===== src/hdl/i2cms_pkg.sv =====
// shared types, codes and defaults for the i2c master transaction sequencer
package i2cms_pkg;

  localparam int BUFFER_DEPTH_DEFAULT = 32;

  // input field widths
  localparam int KIND_W   = 3;
  localparam int ADDR_W   = 7;
  localparam int COUNT_W  = 6;
  localparam int SLOT_W   = 5;
  localparam int BYTE_W   = 8;
  localparam int CMD_W    = 3;
  localparam int RCOUNT_W = 6;

  typedef enum logic [KIND_W-1:0] {
    KIND_LOAD     = 3'd0,
    KIND_START_WR = 3'd1,
    KIND_START_RD = 3'd2,
    KIND_STATUS   = 3'd3,
    KIND_READBACK = 3'd4
  } kind_t;

  typedef enum logic [CMD_W-1:0] {
    CMD_NONE        = 3'd0,
    CMD_START       = 3'd1,
    CMD_START_QUIET = 3'd2,
    CMD_STOP        = 3'd3,
    CMD_ACK         = 3'd4,
    CMD_NACK        = 3'd5
  } cmd_t;

  typedef enum logic [1:0] {
    MODE_READY = 2'd0,
    MODE_TX    = 2'd1,
    MODE_RX    = 2'd2
  } mode_t;

  // two-wire engine status codes, prescaler bits cleared
  localparam logic [7:0] ST_BUS_ERROR   = 8'h00;
  localparam logic [7:0] ST_START       = 8'h08;
  localparam logic [7:0] ST_REP_START   = 8'h10;
  localparam logic [7:0] ST_SLA_W_ACK   = 8'h18;
  localparam logic [7:0] ST_SLA_W_NACK  = 8'h20;
  localparam logic [7:0] ST_DATA_W_ACK  = 8'h28;
  localparam logic [7:0] ST_DATA_W_NACK = 8'h30;
  localparam logic [7:0] ST_ARB_LOST    = 8'h38;
  localparam logic [7:0] ST_SLA_R_ACK   = 8'h40;
  localparam logic [7:0] ST_SLA_R_NACK  = 8'h48;
  localparam logic [7:0] ST_DATA_R_ACK  = 8'h50;
  localparam logic [7:0] ST_DATA_R_NACK = 8'h58;

endpackage


===== src/hdl/i2cms_ram.sv =====
// generic single-write, single-read ram with registered read data
module i2cms_ram #(
  parameter int WIDTH = 8,
  parameter int DEPTH = 32,
  parameter int AW    = (DEPTH > 1) ? $clog2(DEPTH) : 1
) (
  input  logic             clk,
  input  logic             we,
  input  logic [AW-1:0]    waddr,
  input  logic [WIDTH-1:0] wdata,
  input  logic             re,
  input  logic [AW-1:0]    raddr,
  output logic [WIDTH-1:0] rdata
);

  logic [WIDTH-1:0] mem [DEPTH];
  logic [WIDTH-1:0] rdata_r;

  always_ff @(posedge clk) begin
    if (we) begin
      mem[waddr] <= wdata;
    end
    if (re) begin
      rdata_r <= mem[raddr];
    end
  end

  assign rdata = rdata_r;

endmodule


===== src/hdl/i2c_master_transaction_sequencer.sv =====
// Sequences i2c master write and read transfers on top of a byte-level bus engine.
// One beat in, one beat out: the block takes a new item every clock unless the result
// beat is stalled; each item passes an input register, then a result register, and
// the registered read port of the byte buffer ram, which supplies transmit bytes and
// read-back data, lines up with the result register. The buffer holds BUFFER_DEPTH
// bytes and has no clearing pass: read back only slots that were loaded or received.
module i2c_master_transaction_sequencer #(
  parameter int BUFFER_DEPTH = i2cms_pkg::BUFFER_DEPTH_DEFAULT
) (
  input  logic        clk,
  input  logic        rst_n,
  input  logic        in_tvalid,
  output logic        in_tready,
  // target_address[6:0], byte_count[12:7], stop_at_end[13], buffer_slot[18:14],
  // data_byte[26:19], bus_status[34:27], bus_byte[42:35], zero[47:43]
  input  logic [47:0] in_tdata,
  // kind[2:0]
  input  logic [2:0]  in_tuser,
  output logic        out_tvalid,
  input  logic        out_tready,
  // bus_command[2:0], drive_valid[3], drive_byte[11:4], transfer_done[12],
  // transfer_failed[13], busy_res[14], read_data[22:15], received_count[28:23],
  // zero[31:29]
  output logic [31:0] out_tdata
);

  import i2cms_pkg::*;

  localparam int AW = (BUFFER_DEPTH > 1) ? $clog2(BUFFER_DEPTH) : 1;
  localparam int PW = $clog2(BUFFER_DEPTH + 1);
  localparam int CW = (PW > COUNT_W) ? PW : COUNT_W;

  // input register
  logic              s1_valid_r;
  logic [42:0]       s1_data_r;
  logic [KIND_W-1:0] s1_kind_r;

  // result register
  logic              s2_valid_r;
  cmd_t              s2_cmd_r;
  logic              s2_dv_r;
  logic [BYTE_W-1:0] s2_db_r;
  logic              s2_db_ram_r;
  logic              s2_done_r;
  logic              s2_fail_r;
  logic              s2_busy_r;
  logic              s2_rd_ram_r;
  logic [RCOUNT_W-1:0] s2_rcount_r;

  // sequencer state
  mode_t             mode_r, mode_nxt;
  logic [CW-1:0]     pos_r, pos_nxt;
  logic [CW-1:0]     limit_r, limit_nxt;
  logic [BYTE_W-1:0] addr_byte_r, addr_byte_nxt;
  logic              stop_wanted_r, stop_wanted_nxt;
  logic              restart_r, restart_nxt;

  // result fields computed from the input register
  cmd_t              cmd_nxt;
  logic              dv_nxt;
  logic [BYTE_W-1:0] db_nxt;
  logic              db_ram_nxt;
  logic              done_nxt;
  logic              fail_nxt;
  logic              rd_ram_nxt;

  logic              s1_adv;
  logic [BYTE_W-1:0] ram_q;
  logic              ram_we;
  logic [AW-1:0]     ram_waddr;
  logic [BYTE_W-1:0] ram_wdata;
  logic [AW-1:0]     ram_raddr;

  // fields of the registered beat
  kind_t              kind;
  logic [ADDR_W-1:0]  f_addr;
  logic [COUNT_W-1:0] f_count;
  logic               f_stop;
  logic [SLOT_W-1:0]  f_slot;
  logic [BYTE_W-1:0]  f_data;
  logic [BYTE_W-1:0]  st_code;
  logic [BYTE_W-1:0]  f_rx;

  logic              is_start;
  logic              start_rd;
  logic              start_reject;
  logic [BYTE_W-1:0] new_addr_byte;
  logic              slot_ok;
  logic              pos_in_buf;
  logic              tx_more;
  logic              rx_store;
  logic [CW-1:0]     pos_after_rx;

  assign kind    = kind_t'(s1_kind_r);
  assign f_addr  = s1_data_r[6:0];
  assign f_count = s1_data_r[12:7];
  assign f_stop  = s1_data_r[13];
  assign f_slot  = s1_data_r[18:14];
  assign f_data  = s1_data_r[26:19];
  assign st_code = {s1_data_r[34:30], 3'b000};
  assign f_rx    = s1_data_r[42:35];

  assign s1_adv    = s1_valid_r && (!s2_valid_r || out_tready);
  assign in_tready = !s1_valid_r || s1_adv;

  assign is_start      = (kind == KIND_START_WR) || (kind == KIND_START_RD);
  assign start_rd      = (kind == KIND_START_RD);
  assign start_reject  = (mode_r != MODE_READY) || (32'(f_count) > BUFFER_DEPTH) ||
                         (start_rd && (f_count == '0));
  assign new_addr_byte = {f_addr, start_rd};
  assign slot_ok       = 32'(f_slot) < BUFFER_DEPTH;
  assign pos_in_buf    = 32'(pos_r) < BUFFER_DEPTH;
  assign tx_more       = (pos_r < limit_r) && pos_in_buf;
  assign rx_store      = (kind == KIND_STATUS) && (mode_r == MODE_RX) && pos_in_buf &&
                         ((st_code == ST_DATA_R_ACK) || (st_code == ST_DATA_R_NACK));
  assign pos_after_rx  = rx_store ? pos_r + CW'(1) : pos_r;

  // buffer ram: loads and received bytes write, transmit and read-back read
  always_comb begin
    ram_we    = 1'b0;
    ram_waddr = AW'(pos_r);
    ram_wdata = f_rx;
    if (s1_adv) begin
      if ((kind == KIND_LOAD) && (mode_r == MODE_READY) && slot_ok) begin
        ram_we    = 1'b1;
        ram_waddr = AW'(f_slot);
        ram_wdata = f_data;
      end else if (rx_store) begin
        ram_we = 1'b1;
      end
    end
  end

  assign ram_raddr = (kind == KIND_READBACK) ? AW'(f_slot) : AW'(pos_r);

  i2cms_ram #(
    .WIDTH (BYTE_W),
    .DEPTH (BUFFER_DEPTH),
    .AW    (AW)
  ) u_buf (
    .clk   (clk),
    .we    (ram_we),
    .waddr (ram_waddr),
    .wdata (ram_wdata),
    .re    (s1_adv),
    .raddr (ram_raddr),
    .rdata (ram_q)
  );

  // next state
  always_comb begin
    mode_nxt        = mode_r;
    pos_nxt         = pos_r;
    limit_nxt       = limit_r;
    addr_byte_nxt   = addr_byte_r;
    stop_wanted_nxt = stop_wanted_r;
    restart_nxt     = restart_r;
    unique case (kind)
      KIND_START_WR, KIND_START_RD: begin
        if (!start_reject) begin
          mode_nxt        = start_rd ? MODE_RX : MODE_TX;
          stop_wanted_nxt = f_stop;
          pos_nxt         = '0;
          limit_nxt       = start_rd ? CW'(f_count) - CW'(1) : CW'(f_count);
          addr_byte_nxt   = new_addr_byte;
          restart_nxt     = 1'b0;
        end
      end
      KIND_STATUS: begin
        pos_nxt = pos_after_rx;
        if (mode_r != MODE_READY) begin
          unique case (st_code)
            ST_BUS_ERROR, ST_ARB_LOST: mode_nxt = MODE_READY;
            ST_SLA_W_ACK, ST_DATA_W_ACK: begin
              if (mode_r == MODE_TX) begin
                if (tx_more) begin
                  pos_nxt = pos_r + CW'(1);
                end else begin
                  mode_nxt    = MODE_READY;
                  restart_nxt = restart_r || !stop_wanted_r;
                end
              end
            end
            ST_SLA_W_NACK, ST_DATA_W_NACK: begin
              if (mode_r == MODE_TX) begin
                mode_nxt = MODE_READY;
              end
            end
            ST_DATA_R_NACK: begin
              if (mode_r == MODE_RX) begin
                mode_nxt    = MODE_READY;
                restart_nxt = restart_r || !stop_wanted_r;
              end
            end
            ST_SLA_R_NACK: begin
              if (mode_r == MODE_RX) begin
                mode_nxt = MODE_READY;
              end
            end
            default: ;
          endcase
        end
      end
      default: ;
    endcase
  end

  // result fields
  always_comb begin
    cmd_nxt    = CMD_NONE;
    dv_nxt     = 1'b0;
    db_nxt     = '0;
    db_ram_nxt = 1'b0;
    done_nxt   = 1'b0;
    fail_nxt   = 1'b0;
    rd_ram_nxt = 1'b0;
    unique case (kind)
      KIND_START_WR, KIND_START_RD: begin
        if (start_reject) begin
          done_nxt = 1'b1;
          fail_nxt = 1'b1;
        end else if (restart_r) begin
          dv_nxt  = 1'b1;
          db_nxt  = new_addr_byte;
          cmd_nxt = CMD_ACK;
        end else begin
          cmd_nxt = CMD_START;
        end
      end
      KIND_STATUS: begin
        if (st_code == ST_BUS_ERROR) begin
          cmd_nxt = CMD_STOP;
          if (mode_r != MODE_READY) begin
            done_nxt = 1'b1;
            fail_nxt = 1'b1;
          end
        end else if (mode_r != MODE_READY) begin
          unique case (st_code)
            ST_START, ST_REP_START: begin
              dv_nxt  = 1'b1;
              db_nxt  = addr_byte_r;
              cmd_nxt = CMD_ACK;
            end
            ST_ARB_LOST: begin
              done_nxt = 1'b1;
              fail_nxt = 1'b1;
              cmd_nxt  = CMD_ACK;
            end
            ST_SLA_W_ACK, ST_DATA_W_ACK: begin
              if (mode_r == MODE_TX) begin
                if (tx_more) begin
                  dv_nxt     = 1'b1;
                  db_ram_nxt = 1'b1;
                  cmd_nxt    = CMD_ACK;
                end else begin
                  done_nxt = 1'b1;
                  cmd_nxt  = stop_wanted_r ? CMD_STOP : CMD_START_QUIET;
                end
              end
            end
            ST_SLA_W_NACK, ST_DATA_W_NACK: begin
              if (mode_r == MODE_TX) begin
                done_nxt = 1'b1;
                fail_nxt = 1'b1;
                cmd_nxt  = CMD_STOP;
              end
            end
            ST_SLA_R_ACK, ST_DATA_R_ACK: begin
              if (mode_r == MODE_RX) begin
                cmd_nxt = (pos_after_rx < limit_r) ? CMD_ACK : CMD_NACK;
              end
            end
            ST_DATA_R_NACK: begin
              if (mode_r == MODE_RX) begin
                done_nxt = 1'b1;
                cmd_nxt  = stop_wanted_r ? CMD_STOP : CMD_START_QUIET;
              end
            end
            ST_SLA_R_NACK: begin
              if (mode_r == MODE_RX) begin
                done_nxt = 1'b1;
                fail_nxt = 1'b1;
                cmd_nxt  = CMD_STOP;
              end
            end
            default: ;
          endcase
        end
      end
      KIND_READBACK: rd_ram_nxt = slot_ok;
      default: ;
    endcase
  end

  // control and state registers
  always_ff @(posedge clk) begin
    if (!rst_n) begin
      s1_valid_r    <= 1'b0;
      s2_valid_r    <= 1'b0;
      mode_r        <= MODE_READY;
      pos_r         <= '0;
      limit_r       <= '0;
      addr_byte_r   <= '0;
      stop_wanted_r <= 1'b0;
      restart_r     <= 1'b0;
    end else begin
      if (in_tready) begin
        s1_valid_r <= in_tvalid;
      end
      if (s1_adv) begin
        s2_valid_r    <= 1'b1;
        mode_r        <= mode_nxt;
        pos_r         <= pos_nxt;
        limit_r       <= limit_nxt;
        addr_byte_r   <= addr_byte_nxt;
        stop_wanted_r <= stop_wanted_nxt;
        restart_r     <= restart_nxt;
      end else if (out_tready) begin
        s2_valid_r <= 1'b0;
      end
    end
  end

  // payload registers
  always_ff @(posedge clk) begin
    if (in_tready && in_tvalid) begin
      s1_data_r <= in_tdata[42:0];
      s1_kind_r <= in_tuser;
    end
    if (s1_adv) begin
      s2_cmd_r    <= cmd_nxt;
      s2_dv_r     <= dv_nxt;
      s2_db_r     <= db_nxt;
      s2_db_ram_r <= db_ram_nxt;
      s2_done_r   <= done_nxt;
      s2_fail_r   <= fail_nxt;
      s2_busy_r   <= (mode_nxt != MODE_READY);
      s2_rd_ram_r <= rd_ram_nxt;
      s2_rcount_r <= pos_nxt[RCOUNT_W-1:0];
    end
  end

  // ram read data joins the result beat here; it holds while the beat is stalled
  assign out_tvalid = s2_valid_r;
  assign out_tdata  = {3'b000,
                       s2_rcount_r,
                       s2_rd_ram_r ? ram_q : 8'h00,
                       s2_busy_r,
                       s2_fail_r,
                       s2_done_r,
                       s2_db_ram_r ? ram_q : s2_db_r,
                       s2_dv_r,
                       s2_cmd_r};

  a_drive_with_ack: assert property (@(posedge clk) disable iff (!rst_n)
    s2_valid_r && s2_dv_r |-> s2_cmd_r == CMD_ACK)
    else $error("drive byte without continue command");

  a_fail_needs_done: assert property (@(posedge clk) disable iff (!rst_n)
    s2_valid_r && s2_fail_r |-> s2_done_r)
    else $error("failure flagged without completion");

  a_ram_holds_on_stall: assert property (@(posedge clk) disable iff (!rst_n)
    s2_valid_r && !out_tready |=> ram_q === $past(ram_q))
    else $error("buffer read data changed under a stalled beat");

  a_pos_in_range: assert property (@(posedge clk) disable iff (!rst_n)
    32'(pos_r) <= BUFFER_DEPTH)
    else $error("buffer position beyond depth");

  a_restart_idle: assert property (@(posedge clk) disable iff (!rst_n)
    restart_r |-> mode_r == MODE_READY)
    else $error("repeated start armed during a transfer");

endmodule


===== config.mk =====
export PLATFORM = sky130hd
export DESIGN_NAME = i2c_master_transaction_sequencer
export DESIGN_NICKNAME = d
export VERILOG_FILES = /design/src/hdl/i2cms_pkg.sv /design/src/hdl/i2cms_ram.sv /design/src/hdl/i2c_master_transaction_sequencer.sv
export SDC_FILE = /design/constraint.sdc
export NUM_CORES = 1
export LEC_CHECK = 0
export BUFFER_PORTS_ARGS = -buffer_cell sky130_fd_sc_hd__buf_2
export CAP_MARGIN = 20
export CORE_MARGIN = 5
export CORE_UTILIZATION = 35
export CTS_BUF_LIST = sky130_fd_sc_hd__clkbuf_2 sky130_fd_sc_hd__clkbuf_4 sky130_fd_sc_hd__clkbuf_8
export DETAILED_ROUTE_END_ITERATION = 8
export SYNTH_ARGS = -nofsm -noshare
export SYNTH_HDL_FRONTEND = slang
export SYNTH_SLANG_ARGS = --single-unit

===== constraint.sdc =====
create_clock -name clk -period 4.3 [get_ports clk]
set_input_delay 0.86 -clock clk [delete_from_list [all_inputs] [get_ports clk]]
set_output_delay 0.86 -clock clk [all_outputs]
set_load 0.05 [all_outputs]

==> flow_summary.json <==
{
  "arrival_ns": 4.14,
  "area_growth_pct": 13.4,
  "post_drt_wl_per_cell_um": 19.9,
  "peakVddDrop_mv": 0.216,
  "status": "finished clean",
  "synth_area_um2": 15700,
  "num_vias": 9495,
  "power_frac_comb_pct": 5.1,
  "whs_path_depth": 1,
  "timing.final.hold_violations": 0,
  "synth_compound_area_share_pct": 7.89,
  "r2r-start": "kind[1]",
  "nets": 1268,
  "synth_fa_ha_area_share_pct": 0.959,
  "synth.top_cell.area_share_pct": 63.3,
  "core_area_um2": 44200,
  "finalWorstSetupSlack_ns": 0.470,
  "setup_viol": 0,
  "worstSetupEndpointType": "flip-flop",
  "synth_xor_area_share_pct": 0.671,
  "rsz0062_at_grt": "no",
  "criticalPathCategory": "reg2reg",
  "tns_ns": 0,
  "postCtsHoldBufs": 0,
  "worst_pin_slew_ns": 0.907,
  "whs_endpoint": "s1_data_r[32]",
  "cts_max_level": 2,
  "grt_start_max_net_pins": 45,
  "routed_via_density": 5.16,
  "p_int_mw": 5.44,
  "max-slew-margin-rel_pct": 39.0,
  "portBuffers": 77,
  "reg2reg_depth": 7,
  "syn_inst": 1106,
  "cts_tree": "done",
  "leakagePower_nw": 6.15,
  "final_core_util_pct": 40.2,
  "antenna_found_initial": 0,
  "synth_area_leaders": "edfxtp_1 63%, mux2i_1 4.6%, nand2_1 4.2%, mux4_2 3.5%, dfxtp_1 3.3%",
  "synth-edff-count": 330,
  "fillerInstances": 4060,
  "yosysWarningCount": 0,
  "routabilityCongestion": 0.830,
  "ys_seq_elements": 356,
  "rr_endpoint": "u_buf.rdata[0]",
  "globalRouteOverflowTotal": 0,
  "dpl.hpwl_um": 23600,
  "yosys.area_share.simple_pct": 10.9,
  "cts_buffer_depth": 3,
  "die_w_um": 222,
  "final_common_cell": "edfxtp_1",
  "post-route-period-util_pct": 89.1,
  "maxCapViolations": 0,
  "drc": 0,
  "die_h_um": 222,
  "clock_power_share_pct": 39.8,
  "min_period_ns": 3.83,
  "first_pass_iters": 5,
  "p_sw_share_pct": 22.6,
  "p_switching_mw": 1.59,
  "layout_common_cells": "330 x edfxtp_1, 176 x nand2_1, 77 x buf_2",
  "critPathRequiredTime_ns": 4.61,
  "holdCritStartpoint": "in_tdata[32]",
  "path_max_fanout": 13,
  "grt_use_total_pct": 14.4,
  "cts_buffers": 55,
  "startpoint_type": "flip-flop",
  "routed_wl_um": 36500,
  "synthFlopType": "edfxtp_1",
  "drtIter0Drc": 813,
  "seqPwrFrac_pct": 55.1,
  "power_density_nw_per_um2": 396,
  "post_cts_buffers": 0,
  "synth_seq_area_share_pct": 66.6,
  "grt_pass1_vias": 9479,
  "critPathLaunch": "kind[1]",
  "avgSynthCellArea_um2": 14.2,
  "finClkSkew_ns": 0.0179,
  "pre_cts_ws_ns": 0.536,
  "clk_latency_ns": 0.60,
  "drive_gt1_share_pct": 21.2,
  "r2r_slack_ns": 0.47,
  "cts-root-buf": "clkbuf_8",
  "synthMuxAreaShare_pct": 10.1,
  "synth_top_family_by_area": "simple AND/OR/NAND/NOR gates",
  "rows": 77,
  "ant_nets": 0,
  "fmax_mhz": 261,
  "cts_resized": 0,
  "clkTransAtPathRegs_ns": 0.06,
  "start_util_pct": 35.4,
  "hp-class": "in2reg",
  "cts.sinks": 356,
  "antenna_cells_inserted": 0,
  "netlist.top_cell.by_area": "edfxtp_1",
  "dieArea_um2": 49100,
  "synth_cell_types": 72,
  "io_pins": 89,
  "synthArstFlopShare_pct": 0,
  "grt_first_pass_wirelength_um": 55500,
  "slew_violations": 0
}
## cell families after synthesis
family,Yosys count
AOI/OAI and AO/OA,157
xor gates and xnor gates,12
adders and majority gates,12
buffers and inverters,81
DFF,356
muxes,124
other,1
and+or+nand+nor,363
## power groups by stage
stage / clock network [mW] / registers (mW) / logic [mW]
3_3_place_gp: 0 / 3.95 / 0.351
6_report: 2.80 / 3.87 / 0.357
4_1_cts: 2.88 / 3.87 / 0.359
2_1_floorplan: 0 / 3.94 / 0.241
3_5_place_dp: 0 / 3.95 / 0.358
5_1_grt: 3.05 / 3.88 / 0.386
## worst max-delay path: stages, from the launching register on
cell,delay (ns)
edfxtp_1,0.54
or3b_1,0.73
inv_8,0.20
mux2i_4,0.62
nor2_1,0.36
a32oi_1,0.33
nand4_1,0.20
a211oi_1,0.55
## synth_stat cells, types with 9 or more instances
cell type and number:
and2_1 12, edfxtp_1 330, buf_2 19, nand3_1 28, a22o_1 10, buf_4 15
a211oi_1 9, nor3_1 17, o211a_1 9, a21oi_1 16, clkbuf_1 22, nor2_1 53
ha_1 12, and3_1 18, a32oi_1 32, xnor2_1 9, o21ai_0 14, or3_1 9
mux2i_1 72, a21boi_0 22, nand2_1 176, dfxtp_1 26, mux2_2 27, mux4_2 24
inv_1 14, nand4_1 12
## final cells by class
cell class	count	area, um^2	share of cell area, %
flip-flops and latches	356	10400	58.7
multi-input cells	671	4830	27.2
clock buffers	77	953	5.37
well taps	592	741	4.17
repair buffers	100	596	3.35
clock inverters	26	144	0.810
inverters	17	71.3	0.401
## state kept, by name (all words and copies together), names as in the netlist, 2 cells and up
| register | flops |
|---|---|
| s2_rcount_r | 6 |
| u_buf.mem | 256 |
| s2_cmd_r | 3 |
| mode_r | 2 |
| limit_r | 6 |
| pos_r | 6 |
| kind | 3 |
| s1_data_r | 40 |
| addr_byte_r | 8 |
| u_buf.rdata | 8 |
| s2_db_r | 8 |
## worst max-delay path by stage
| stage | end |
|---|---|
| after floorplan | u_buf.mem[25][0] |
| after CTS | u_buf.rdata[0] |
| after global placement | u_buf.rdata[0] |
| final | u_buf.rdata[0] |
| after global routing | u_buf.rdata[0] |
| after detailed placement | u_buf.rdata[0] |
## layer usage
metal  up-vias  GRT usage, %  share of wire [%]
li1       4429             -                  -
met1      4713          19.1                 43
met2       299          24.2                 49
met3        54          2.94                6.2
met4         0          4.06                2.2
met5         -             0                  0
## through the flow
step	total power, mW	hold WS, ns	area, um^2	instances
after floorplan	4.18	0.441	15700	1108
after global placement	4.30	0.451	16600	1735
after detailed placement	4.30	0.457	16600	1735
after CTS	7.11	0.387	17700	1838
after global routing	7.32	0.390	17800	1839
final	7.03	0.436	17800	1839
No activity file was read; power rests on OpenSTA's default activity.
